[config.mk]
export PLATFORM = sky130hd
export DESIGN_NAME = i2c_target_bit_engine_unit
export DESIGN_NICKNAME = d
export VERILOG_FILES = /design/src/sv/i2ctbe_pkg.sv /design/src/sv/i2ctbe_in_stage.sv /design/src/sv/i2ctbe_step.sv /design/src/sv/i2ctbe_out_stage.sv /design/src/sv/i2ctbe_top.sv
export SDC_FILE = /design/constraint.sdc
export NUM_CORES = 1
export LEC_CHECK = 0
export BUFFER_PORTS_ARGS = -buffer_cell sky130_fd_sc_hd__buf_4
export CAP_MARGIN = 20
export CORE_UTILIZATION = 64
export DETAILED_ROUTE_END_ITERATION = 6
export HOLD_SLACK_MARGIN = 0.08
export PLACE_DENSITY = 0.88
export SLEW_MARGIN = 20
export SYNTH_ARGS = -nofsm -noshare
export SYNTH_HDL_FRONTEND = slang
export SYNTH_HIERARCHICAL = 1
export SYNTH_SLANG_ARGS = --single-unit
[constraint.sdc]
create_clock -name clock -period 10.6 [get_ports clock]
set_input_delay 0.53 -clock clock [delete_from_list [all_inputs] [get_ports clock]]
set_output_delay 0.53 -clock clock [all_outputs]
set_load 0.01 [all_outputs]
[src/sv/i2ctbe_pkg.sv]
// Shared types and constants of the I2C target bit engine.
// No dependencies; imported by every module of the block.
`timescale 1ns / 1ps
`default_nettype none

package i2ctbe_pkg;

   localparam int unsigned ReqDataW = 16;
   localparam int unsigned RspDataW = 16;
   localparam int unsigned CsrDataW = 16;

   // register indexes
   localparam logic CSR_OWN_ADDRESS = 1'b0;
   localparam logic CSR_TIMEOUT     = 1'b1;

   localparam logic [7:0]  RW_BIT       = 8'h01;
   localparam logic [7:0]  MSB_BIT      = 8'h80;
   localparam logic [15:0] TIMEOUT_RST  = 16'd1000;
   localparam logic [15:0] WAIT_MAX     = 16'hFFFF;

   typedef enum logic [1:0] {
      END_NONE    = 2'd0,
      END_TIMEOUT = 2'd1,
      END_NACK    = 2'd2,
      END_NO_TX   = 2'd3
   } end_status_type;

   typedef struct packed {
      logic       scl;
      logic       sda;
      logic [7:0] tx_byte;
      logic       tx_ready;
      logic       accept_data;
   } sample_type;

   typedef struct packed {
      logic           sda_drive_low;
      logic           rx_valid;
      logic [7:0]     rx_byte;
      logic           rx_is_address;
      logic           read_mode;
      logic           tx_taken;
      end_status_type end_status;
   } result_type;

endpackage

`default_nettype wire

[src/sv/i2ctbe_in_stage.sv]
// Input register stage of the I2C target bit engine: holds one sample word.
// Depends on i2ctbe_pkg.
`timescale 1ns / 1ps
`default_nettype none

module i2ctbe_in_stage (
   input  wire                      clock,
   input  wire                      reset,
   input  wire                      load,      // take a new word
   input  wire                      drain,     // held word moves on
   input  i2ctbe_pkg::sample_type   sample_d,
   output logic                     valid,
   output i2ctbe_pkg::sample_type   sample_q
);
   import i2ctbe_pkg::*;

   logic       valid_ff;
   logic       valid_in;
   sample_type sample_ff;

   assign valid_in = load | (valid_ff & ~drain);

   always_ff @(posedge clock) begin
      if (reset) begin
         valid_ff <= 1'b0;
      end else begin
         valid_ff <= valid_in;
      end
      if (load) begin
         sample_ff <= sample_d;
      end
   end

   assign valid    = valid_ff;
   assign sample_q = sample_ff;

endmodule

`default_nettype wire

[src/sv/i2ctbe_step.sv]
// Bus state machine of the I2C target bit engine: line edge detection,
// byte shifting, ACK handling and timeout. Depends on i2ctbe_pkg.
`timescale 1ns / 1ps
`default_nettype none

module i2ctbe_step (
   input  wire                      clock,
   input  wire                      reset,
   input  wire                      advance,   // commit one sample
   input  i2ctbe_pkg::sample_type   sample,
   input  wire                      csr_we,
   input  wire                      csr_index,
   input  wire [15:0]               csr_wdata,
   output i2ctbe_pkg::result_type   result
);
   import i2ctbe_pkg::*;

   typedef enum logic [3:0] {
      PH_IDLE     = 4'd0,
      PH_RX       = 4'd1,
      PH_ACK_FALL = 4'd2,
      PH_ACK_LOW  = 4'd3,
      PH_ACK_END  = 4'd4,
      PH_TX       = 4'd5,
      PH_TX_ACK   = 4'd6,
      PH_TX_NEXT  = 4'd7
   } phase_type;

   logic [6:0]  own_address_ff;
   logic [15:0] timeout_ff;

   logic [1:0]  prev_lines_ff,  prev_lines_in;
   phase_type   phase_ff,       phase_in;
   logic [3:0]  bit_count_ff,   bit_count_in;
   logic [7:0]  rx_shift_ff,    rx_shift_in;
   logic [7:0]  tx_shift_ff,    tx_shift_in;
   logic        addr_seen_ff,   addr_seen_in;
   logic        dir_read_ff,    dir_read_in;
   logic [15:0] wait_ff,        wait_in;
   logic        sda_low_ff,     sda_low_in;

   logic        pscl, psda, rise, fall, start, stop, ack;
   logic [7:0]  rx_next;
   logic [3:0]  bc_next;
   logic [15:0] wait_inc;
   result_type  res;

   assign pscl  = prev_lines_ff[1];
   assign psda  = prev_lines_ff[0];
   assign rise  = ~pscl & sample.scl;
   assign fall  = pscl & ~sample.scl;
   assign start = pscl & sample.scl & psda & ~sample.sda;
   assign stop  = pscl & sample.scl & ~psda & sample.sda;

   assign rx_next  = {rx_shift_ff[6:0], sample.sda};
   assign bc_next  = bit_count_ff + 4'd1;
   assign wait_inc = (wait_ff == WAIT_MAX) ? wait_ff : wait_ff + 16'd1;

   always_comb begin
      prev_lines_in = {sample.scl, sample.sda};
      phase_in      = phase_ff;
      bit_count_in  = bit_count_ff;
      rx_shift_in   = rx_shift_ff;
      tx_shift_in   = tx_shift_ff;
      addr_seen_in  = addr_seen_ff;
      dir_read_in   = dir_read_ff;
      wait_in       = wait_ff;
      sda_low_in    = sda_low_ff;
      ack           = 1'b0;
      res           = '0;

      if (phase_ff == PH_IDLE || start || stop) begin
         if (start) begin
            // new address byte, also on repeated START
            phase_in     = PH_RX;
            bit_count_in = 4'd0;
            rx_shift_in  = 8'd0;
            addr_seen_in = 1'b0;
            dir_read_in  = 1'b0;
            sda_low_in   = 1'b0;
            wait_in      = 16'd0;
         end else if (phase_ff != PH_IDLE) begin
            phase_in     = PH_IDLE;
            sda_low_in   = 1'b0;
            dir_read_in  = 1'b0;
            addr_seen_in = 1'b0;
            bit_count_in = 4'd0;
            wait_in      = 16'd0;
         end
      end else if (!rise && !fall) begin
         wait_in = wait_inc;
         if (wait_inc >= timeout_ff) begin
            res.end_status = END_TIMEOUT;
            phase_in       = PH_IDLE;
            sda_low_in     = 1'b0;
            dir_read_in    = 1'b0;
            addr_seen_in   = 1'b0;
            bit_count_in   = 4'd0;
            wait_in        = 16'd0;
         end
      end else begin
         wait_in = 16'd0;
         case (phase_ff)
            PH_RX: begin
               if (rise) begin
                  rx_shift_in  = rx_next;
                  bit_count_in = bc_next;
                  if (bc_next >= 4'd8) begin
                     res.rx_valid = 1'b1;
                     res.rx_byte  = rx_next;
                     if (!addr_seen_ff) begin
                        res.rx_is_address = 1'b1;
                        ack = (rx_next[7:1] == own_address_ff);
                        if (ack) begin
                           addr_seen_in = 1'b1;
                           dir_read_in  = |(rx_next & RW_BIT);
                        end
                     end else begin
                        ack = sample.accept_data;
                     end
                     bit_count_in = 4'd0;
                     if (ack) begin
                        phase_in = PH_ACK_FALL;
                     end else begin
                        // own refusal: drop back to waiting for START
                        phase_in     = PH_IDLE;
                        sda_low_in   = 1'b0;
                        dir_read_in  = 1'b0;
                        addr_seen_in = 1'b0;
                     end
                  end
               end
            end
            PH_ACK_FALL: begin
               if (fall) begin
                  sda_low_in = 1'b1;
                  phase_in   = PH_ACK_LOW;
               end
            end
            PH_ACK_LOW: begin
               if (rise) begin
                  phase_in = PH_ACK_END;
               end
            end
            PH_ACK_END, PH_TX_NEXT: begin
               if (fall) begin
                  sda_low_in = 1'b0;
                  if (phase_ff == PH_TX_NEXT || dir_read_ff) begin
                     if (sample.tx_ready) begin
                        tx_shift_in  = sample.tx_byte;
                        res.tx_taken = 1'b1;
                        sda_low_in   = ~|(sample.tx_byte & MSB_BIT);
                        bit_count_in = 4'd1;
                        phase_in     = PH_TX;
                     end else begin
                        res.end_status = END_NO_TX;
                        phase_in       = PH_IDLE;
                        dir_read_in    = 1'b0;
                        addr_seen_in   = 1'b0;
                        bit_count_in   = 4'd0;
                     end
                  end else begin
                     phase_in     = PH_RX;
                     bit_count_in = 4'd0;
                     rx_shift_in  = 8'd0;
                  end
               end
            end
            PH_TX: begin
               if (fall) begin
                  if (bit_count_ff >= 4'd8) begin
                     sda_low_in = 1'b0;
                     phase_in   = PH_TX_ACK;
                  end else begin
                     sda_low_in   = ~tx_shift_ff[~bit_count_ff[2:0]];
                     bit_count_in = bc_next;
                  end
               end
            end
            PH_TX_ACK: begin
               if (rise) begin
                  if (sample.sda) begin
                     res.end_status = END_NACK;
                     phase_in       = PH_IDLE;
                     sda_low_in     = 1'b0;
                     dir_read_in    = 1'b0;
                     addr_seen_in   = 1'b0;
                     bit_count_in   = 4'd0;
                  end else begin
                     phase_in = PH_TX_NEXT;
                  end
               end
            end
            default: begin
               phase_in     = PH_IDLE;
               sda_low_in   = 1'b0;
               dir_read_in  = 1'b0;
               addr_seen_in = 1'b0;
               bit_count_in = 4'd0;
            end
         endcase
      end

      res.sda_drive_low = sda_low_in;
      res.read_mode     = dir_read_in;
   end

   always_ff @(posedge clock) begin
      if (reset) begin
         own_address_ff <= 7'd0;
         timeout_ff     <= TIMEOUT_RST;
         prev_lines_ff  <= 2'b11;
         phase_ff       <= PH_IDLE;
         bit_count_ff   <= 4'd0;
         rx_shift_ff    <= 8'd0;
         tx_shift_ff    <= 8'd0;
         addr_seen_ff   <= 1'b0;
         dir_read_ff    <= 1'b0;
         wait_ff        <= 16'd0;
         sda_low_ff     <= 1'b0;
      end else begin
         if (csr_we) begin
            case (csr_index)
               CSR_OWN_ADDRESS: own_address_ff <= csr_wdata[6:0];
               CSR_TIMEOUT:     timeout_ff     <= csr_wdata;
               default:         ;
            endcase
         end
         if (advance) begin
            prev_lines_ff <= prev_lines_in;
            phase_ff      <= phase_in;
            bit_count_ff  <= bit_count_in;
            rx_shift_ff   <= rx_shift_in;
            tx_shift_ff   <= tx_shift_in;
            addr_seen_ff  <= addr_seen_in;
            dir_read_ff   <= dir_read_in;
            wait_ff       <= wait_in;
            sda_low_ff    <= sda_low_in;
         end
      end
   end

   assign result = res;

endmodule

`default_nettype wire

[src/sv/i2ctbe_out_stage.sv]
// Result register of the I2C target bit engine: holds one result word
// until the receiver takes it. Depends on i2ctbe_pkg.
`timescale 1ns / 1ps
`default_nettype none

module i2ctbe_out_stage (
   input  wire                      clock,
   input  wire                      reset,
   input  wire                      load,
   input  i2ctbe_pkg::result_type   result_d,
   input  wire                      taken,
   output logic                     valid,
   output logic                     free,
   output i2ctbe_pkg::result_type   result_q
);
   import i2ctbe_pkg::*;

   logic       valid_ff;
   logic       valid_in;
   result_type result_ff;

   assign free     = ~valid_ff | taken;
   assign valid_in = load | (valid_ff & ~taken);

   always_ff @(posedge clock) begin
      if (reset) begin
         valid_ff <= 1'b0;
      end else begin
         valid_ff <= valid_in;
      end
      if (load) begin
         result_ff <= result_d;
      end
   end

   assign valid    = valid_ff;
   assign result_q = result_ff;

endmodule

`default_nettype wire

[src/sv/i2ctbe_top.sv]
// Top level of the I2C target bit engine (i2c_target_bit_engine_unit).
// Depends on i2ctbe_pkg, i2ctbe_in_stage, i2ctbe_step, i2ctbe_out_stage.
//
// Usage:
//   req_*  : one word per oversampled SCL/SDA sample, with the byte offered
//            for reads and the ACK policy for received data.
//   rsp_*  : exactly one result word per sample word, in order.
//   csr_*  : register writes (0 own_address, 1 timeout_samples), taken
//            at any edge with csr_we high; write only while idle.
// Path: a word accepted at req is held in the input register, then passes
//   the bus state machine into the result register, which drives rsp.
// Throughput: one word per cycle while rsp_tready stays high; the state
//   machine commits a sample per cycle when the result register is free.
// Stall: when rsp_tready is low the result holds, the sample waiting in
//   the input register holds, and req_tready stays high while that input
//   register is empty, so one more word is taken before back-pressure.
// Reset: both channels empty, bus logic waits for START with both lines
//   seen high, own_address 0 and timeout_samples 1000.
`timescale 1ns / 1ps
`default_nettype none

module i2c_target_bit_engine_unit (
   input  wire         clock,
   input  wire         reset,
   // request: scl[0] sda[1] tx_byte[9:2] tx_ready[10] accept_data[11]
   input  wire         req_tvalid,
   output logic        req_tready,
   input  wire  [15:0] req_tdata,
   // result: sda_drive_low[0] rx_valid[1] rx_byte[9:2] read_mode[10]
   //         tx_taken[11] end_status[13:12]
   output logic        rsp_tvalid,
   input  wire         rsp_tready,
   output logic [15:0] rsp_tdata,
   // result tuser: rx_is_address[0]
   output logic        rsp_tuser,
   // configuration
   input  wire         csr_we,
   input  wire         csr_index,
   input  wire  [15:0] csr_wdata
);
   import i2ctbe_pkg::*;

   sample_type req_sample, held_sample;
   result_type step_result, rsp_result;
   logic       held_valid, advance, out_free, req_take;

   assign req_sample.scl         = req_tdata[0];
   assign req_sample.sda         = req_tdata[1];
   assign req_sample.tx_byte     = req_tdata[9:2];
   assign req_sample.tx_ready    = req_tdata[10];
   assign req_sample.accept_data = req_tdata[11];

   // advance the held sample through the state machine when the result
   // register can take its word
   assign advance    = held_valid & out_free;
   assign req_tready = ~held_valid | advance;
   assign req_take   = req_tvalid & req_tready;

   i2ctbe_in_stage u_in (
      .clock    (clock),
      .reset    (reset),
      .load     (req_take),
      .drain    (advance),
      .sample_d (req_sample),
      .valid    (held_valid),
      .sample_q (held_sample)
   );

   i2ctbe_step u_step (
      .clock     (clock),
      .reset     (reset),
      .advance   (advance),
      .sample    (held_sample),
      .csr_we    (csr_we),
      .csr_index (csr_index),
      .csr_wdata (csr_wdata),
      .result    (step_result)
   );

   i2ctbe_out_stage u_out (
      .clock    (clock),
      .reset    (reset),
      .load     (advance),
      .result_d (step_result),
      .taken    (rsp_tready),
      .valid    (rsp_tvalid),
      .free     (out_free),
      .result_q (rsp_result)
   );

   assign rsp_tdata = {2'b00,
                       rsp_result.end_status,
                       rsp_result.tx_taken,
                       rsp_result.read_mode,
                       rsp_result.rx_byte,
                       rsp_result.rx_valid,
                       rsp_result.sda_drive_low};
   assign rsp_tuser = rsp_result.rx_is_address;

endmodule

`default_nettype wire
==> tab_implementation.tex <==
\begin{tabular}{lr}
\hline
Metric & Value \\
\hline
\multicolumn{2}{l}{\textbf{Clock tree}} \\
\quad Clock Latency Late Sink & 370 ps \\
\quad Longest Clk Path Bufs & 2 \\
\quad Buffer type at the clock tree root & sky130\_fd\_sc\_hd\_\_clkbuf\_8 \\
\quad Htree depth & 3 \\
\quad Resized Gates After CTS & 0 \\
\quad Clock sink total & 95 \\
\quad Quantity of hold-fixing buffers added after cts & 0 \\
\quad Clk pin slew, worst setup/hold paths & 100 ps \\
\quad Total clock buffers created by CTS & 9 \\
\quad Buffer count from post-CTS setup fixing & 0 \\
\quad CTS tree & done \\
\multicolumn{2}{l}{\textbf{Final layout}} \\
\quad Share of cells above drive strength 1 & 15.0\% \\
\quad Number of nets in the layout & 690 \\
\quad Filler instances & 616 \\
\quad Diode insertion count for antenna repair & 0 \\
\quad Area Overhead vs Synth & 10.1\% \\
\quad Utilization after layout & 72.1\% \\
\multicolumn{2}{l}{\textbf{Critical path}} \\
\quad Worst setup SP type & register \\
\quad CP Max Fanout & 25 \\
\quad CP max stage delay & 710 ps \\
\quad Critical Setup Path Class & register to register \\
\quad Crit path cell chain & ha\_1 > inv\_1 > or4\_1 > or2\_1 > nand4\_2 > xnor2\_1 > ha\_1 > a21oi\_1 > nand2\_1 > nor3\_1 > a21o\_1 > a21oi\_1 > a32o\_1 \\
\quad Arrival time at the worst endpoint & 4860 ps \\
\quad Required time at the worst-slack endpoint & 10850 ps \\
\quad Type of element capturing the critical path & register \\
\quad Critical Path Slowest Stage Cell & sky130\_fd\_sc\_hd\_\_a21o\_1 \\
\multicolumn{2}{l}{\textbf{Synth}} \\
\quad Ranking of synthesized cells by instance count & 74 x sky130\_fd\_sc\_hd\_\_nand2\_1, 68 x sky130\_fd\_sc\_hd\_\_dfxtp\_1, 51 x sky130\_fd\_sc\_hd\_\_nor2\_1 \\
\quad Top\_reg\_cell synth & sky130\_fd\_sc\_hd\_\_dfxtp\_1 \\
\quad Area share of the largest cell type after synthesis & 25.4\% \\
\quad Flops \& latches, synth & 95 \\
\quad Proportion of synthesized flip-flops having asynchronous set or reset & 0\% \\
\quad Synth unique cells & 76 \\
\quad Main area contributors after synthesis & sky130\_fd\_sc\_hd\_\_dfxtp\_1 25\%, sky130\_fd\_sc\_hd\_\_edfxtp\_1 15\%, sky130\_fd\_sc\_hd\_\_nand2\_1 5.2\%, sky130\_fd\_sc\_hd\_\_ha\_1 5.1\%, sky130\_fd\_sc\_hd\_\_nor2\_1 3.6\% \\
\quad Synth area leader & sky130\_fd\_sc\_hd\_\_dfxtp\_1 \\
\quad Sequential share of the synthesized area & 40.5\% \\
\quad Post-synth EDFFs & 27 \\
\quad Post-synthesis instance total & 606 \\
\quad Synth Warn \# & 6 \\
\quad Netlist area before placement & 0.00536 mm\^{}2 \\
\quad Mean instance size in the synthesized netlist & 8.84 um\^{}2 \\
\quad Most frequent cell after synthesis & sky130\_fd\_sc\_hd\_\_nand2\_1 \\
\multicolumn{2}{l}{\textbf{Global route}} \\
\quad Largest net degree at the start of global routing & 56 \\
\quad Remaining global-route overflow & 0 \\
\quad GRT Total Usage & 29.0\% \\
\quad Initial antenna violation count & 0 \\
\quad Vias in the first global route & 4338 \\
\quad First-pass GRT wire length & 19700 um \\
\multicolumn{2}{l}{\textbf{STA}} \\
\quad Headroom to the max-slew limit & 29.3\% \\
\quad Setup TNS & 0 ps \\
\quad Maximum clock rate & 0.217 GHz \\
\quad Post-route clock period utilization & 43.5\% \\
\quad Least-Margin Pin Slew & 1060 ps \\
\quad Final count of hold timing violations & 0 \\
\quad Post-route clock skew & 11.0 ps \\
\quad Max-slew violation count & 0 \\
\quad Slack of the critical path & 5990 ps \\
\quad Final Hold Slack & 330 ps \\
\quad Setup repair after global routing missed its margin & false \\
\quad Final critical delay including setup and external delays & 4610 ps \\
\quad Number of failing setup endpoints in the final timing report & 0 \\
\multicolumn{2}{l}{\textbf{Placed design}} \\
\quad Dpl hpwl & 8330 um \\
\quad Final weighted congestion in routability-driven placement & 0.926 \\
\quad \# port buffers & 50 \\
\quad Pre-CTS setup slack & 6140 ps \\
\multicolumn{2}{l}{\textbf{Floorplanning}} \\
\quad Number of rows in the core area & 33 \\
\quad Die Span Y & 93.5 um \\
\quad Starting density of the core & 65.5\% \\
\quad Chip Width & 93.5 um \\
\quad DIE AREA & 0.00874 mm\^{}2 \\
\quad Number of top-level pins & 57 \\
\quad Core Region & 0.00818 mm\^{}2 \\
\multicolumn{2}{l}{\textbf{Min path}} \\
\quad Hold/Removal Path Class & primary input to register \\
\multicolumn{2}{l}{\textbf{Drt}} \\
\quad Final wirelength & 12000 um \\
\quad Average via count per standard cell & 6.21 \\
\quad Total via count after detailed routing & 4594 \\
\quad Iteration count of the initial detailed-routing pass & 6 \\
\quad Post-route DRC & 0 \\
\quad Routed Antenna Nets & 0 \\
\quad Starting DRT DRC Count & 443 \\
\quad Detailed-route wire length per cell & 16.3 um \\
\multicolumn{2}{l}{\textbf{Power}} \\
\quad Areal power density over the cells & 122 mW/mm\^{}2 \\
\quad Leak pwr & 2.36 nW \\
\quad Share of power burned in the clock network & 35.4\% \\
\quad Combinational share of power & 10.2\% \\
\quad Portion of total power attributed to sequential cells & 54.4\% \\
\quad Internal portion of total power & 530 uW \\
\quad Worst-case vdd ir drop & 71.4 uV \\
\quad Net switching power of the design & 192 uW \\
\quad Fraction of power spent switching nets & 26.6\% \\
\multicolumn{2}{l}{\textbf{Job}} \\
\quad Number of maximum-capacitance constraint violations & 0 \\
\multicolumn{2}{l}{\textbf{Run status}} \\
\quad Result of the run & completed \\
\hline
\end{tabular}
[cells by family (layout without fill, tap and decap cells)]
logic type,Yosys count,after routing,share of synthesized area [%]
AND/OR/NAND/NOR,239,239,22.6
AO/OA/AOI/OAI,131,131,16.9
flip-flops,95,95,40.5
buffers and inverters,70,98,5.72
multiplexers,26,26,5.44
adder cells (fa/ha/maj),22,22,5.14
XOR/XNOR,22,22,3.60
other,1,2,0.0700
[worst paths after layout]
kind	cells after the start	endpoint	slack, ps	from
hold / removal	1	u_in/sample_q[11]	330	req_tdata[0]
hold reg to reg	2	u_step/timeout_ff[15]	470	u_step/timeout_ff[15]
setup / recovery	13	u_step/bit_count_ff[2]	5990	u_step/wait_ff[0]
setup reg to reg	13	u_step/bit_count_ff[2]	5990	u_step/wait_ff[0]
[state kept, by name, summed over array words and instances (netlist names), 2 cells and up]
name,flops
u_step/phase_ff,3
u_step/own_address_ff,7
u_step/rx_shift_ff,7
u_out/result_q,15
u_step/wait_ff,16
u_step/bit_count_ff,4
u_in/sample_q,12
u_step/prev_lines_ff,2
u_step/tx_shift_ff,8
u_step/timeout_ff,16
[power groups by stage]
stage               clock (mW)  sequential, mW  combinational, mW
global placement             0           0.401             0.0708
global route             0.276           0.394             0.0810
finish                   0.256           0.393             0.0737
detailed placement           0           0.401             0.0727
CTS                      0.261           0.393             0.0731
floorplan                    0           0.399             0.0486
[critical path, delay by kind of cell, from the launching register on]
| kind | cells | cell delay (ps) |
|---|---|---|
| buffers and inverters | 1 | 50 |
| adders and majority gates | 2 | 580 |
| xor gates and xnor gates | 1 | 160 |
| AOI/OAI and AO/OA | 4 | 1680 |
| DFF | 1 | 470 |
| and+or+nand+nor | 5 | 1550 |
[layout by cell type, fill, tap and decap left out, types with 6 or more instances in the layout]
cell type | Yosys | layout
sky130_fd_sc_hd__nor3_1 | 16 | 16
sky130_fd_sc_hd__nand3_1 | 21 | 21
sky130_fd_sc_hd__and2_1 | 11 | 11
sky130_fd_sc_hd__o211ai_1 | 14 | 14
sky130_fd_sc_hd__a211oi_1 | 6 | 6
sky130_fd_sc_hd__dfxtp_1 | 68 | 68
sky130_fd_sc_hd__clkbuf_8 | 0 | 9
sky130_fd_sc_hd__xor2_1 | 13 | 13
sky130_fd_sc_hd__xnor2_1 | 9 | 9
sky130_fd_sc_hd__mux2i_1 | 19 | 19
sky130_fd_sc_hd__and3_1 | 8 | 8
sky130_fd_sc_hd__a31oi_1 | 9 | 9
sky130_fd_sc_hd__buf_4 | 6 | 51
sky130_fd_sc_hd__nand2_1 | 74 | 74
sky130_fd_sc_hd__o21ai_0 | 19 | 19
sky130_fd_sc_hd__a22oi_1 | 6 | 6
sky130_fd_sc_hd__nand4_1 | 10 | 10
sky130_fd_sc_hd__a21oi_1 | 30 | 30
sky130_fd_sc_hd__ha_1 | 22 | 22
sky130_fd_sc_hd__inv_1 | 29 | 29
sky130_fd_sc_hd__nor2_1 | 51 | 51
sky130_fd_sc_hd__edfxtp_1 | 27 | 27
sky130_fd_sc_hd__nand2b_1 | 9 | 9
[metrics by stage]
stage	power [mW]	instance area, um^2	cells
4_1_cts	0.727	5900	740
3_5_place_dp	0.474	5690	724
6_report	0.722	5900	740
5_1_grt	0.752	5900	740
2_1_floorplan	0.448	5360	607
3_3_place_gp	0.471	5690	724
[layout make-up]
class	instances	area, um^2	area share (%)
Clock inverter	7	87.6	1.49
Sequential cell	95	2170	36.8
Clock buffer	9	124	2.10
Tap cell	105	131	2.23
Timing Repair Buffer	51	383	6.49
Inverter	31	116	1.97
Multi-Input combinational cell	442	2880	48.9
[metal layers]
metal / global-route usage (%) / share of wire, %
met1: 36.5 / 45
met2: 49.6 / 48
met3: 3.74 / 5.4
met4: 12.6 / 1.9
met5: 0 / 0
Note: power is estimated with default switching activity, not from simulation.
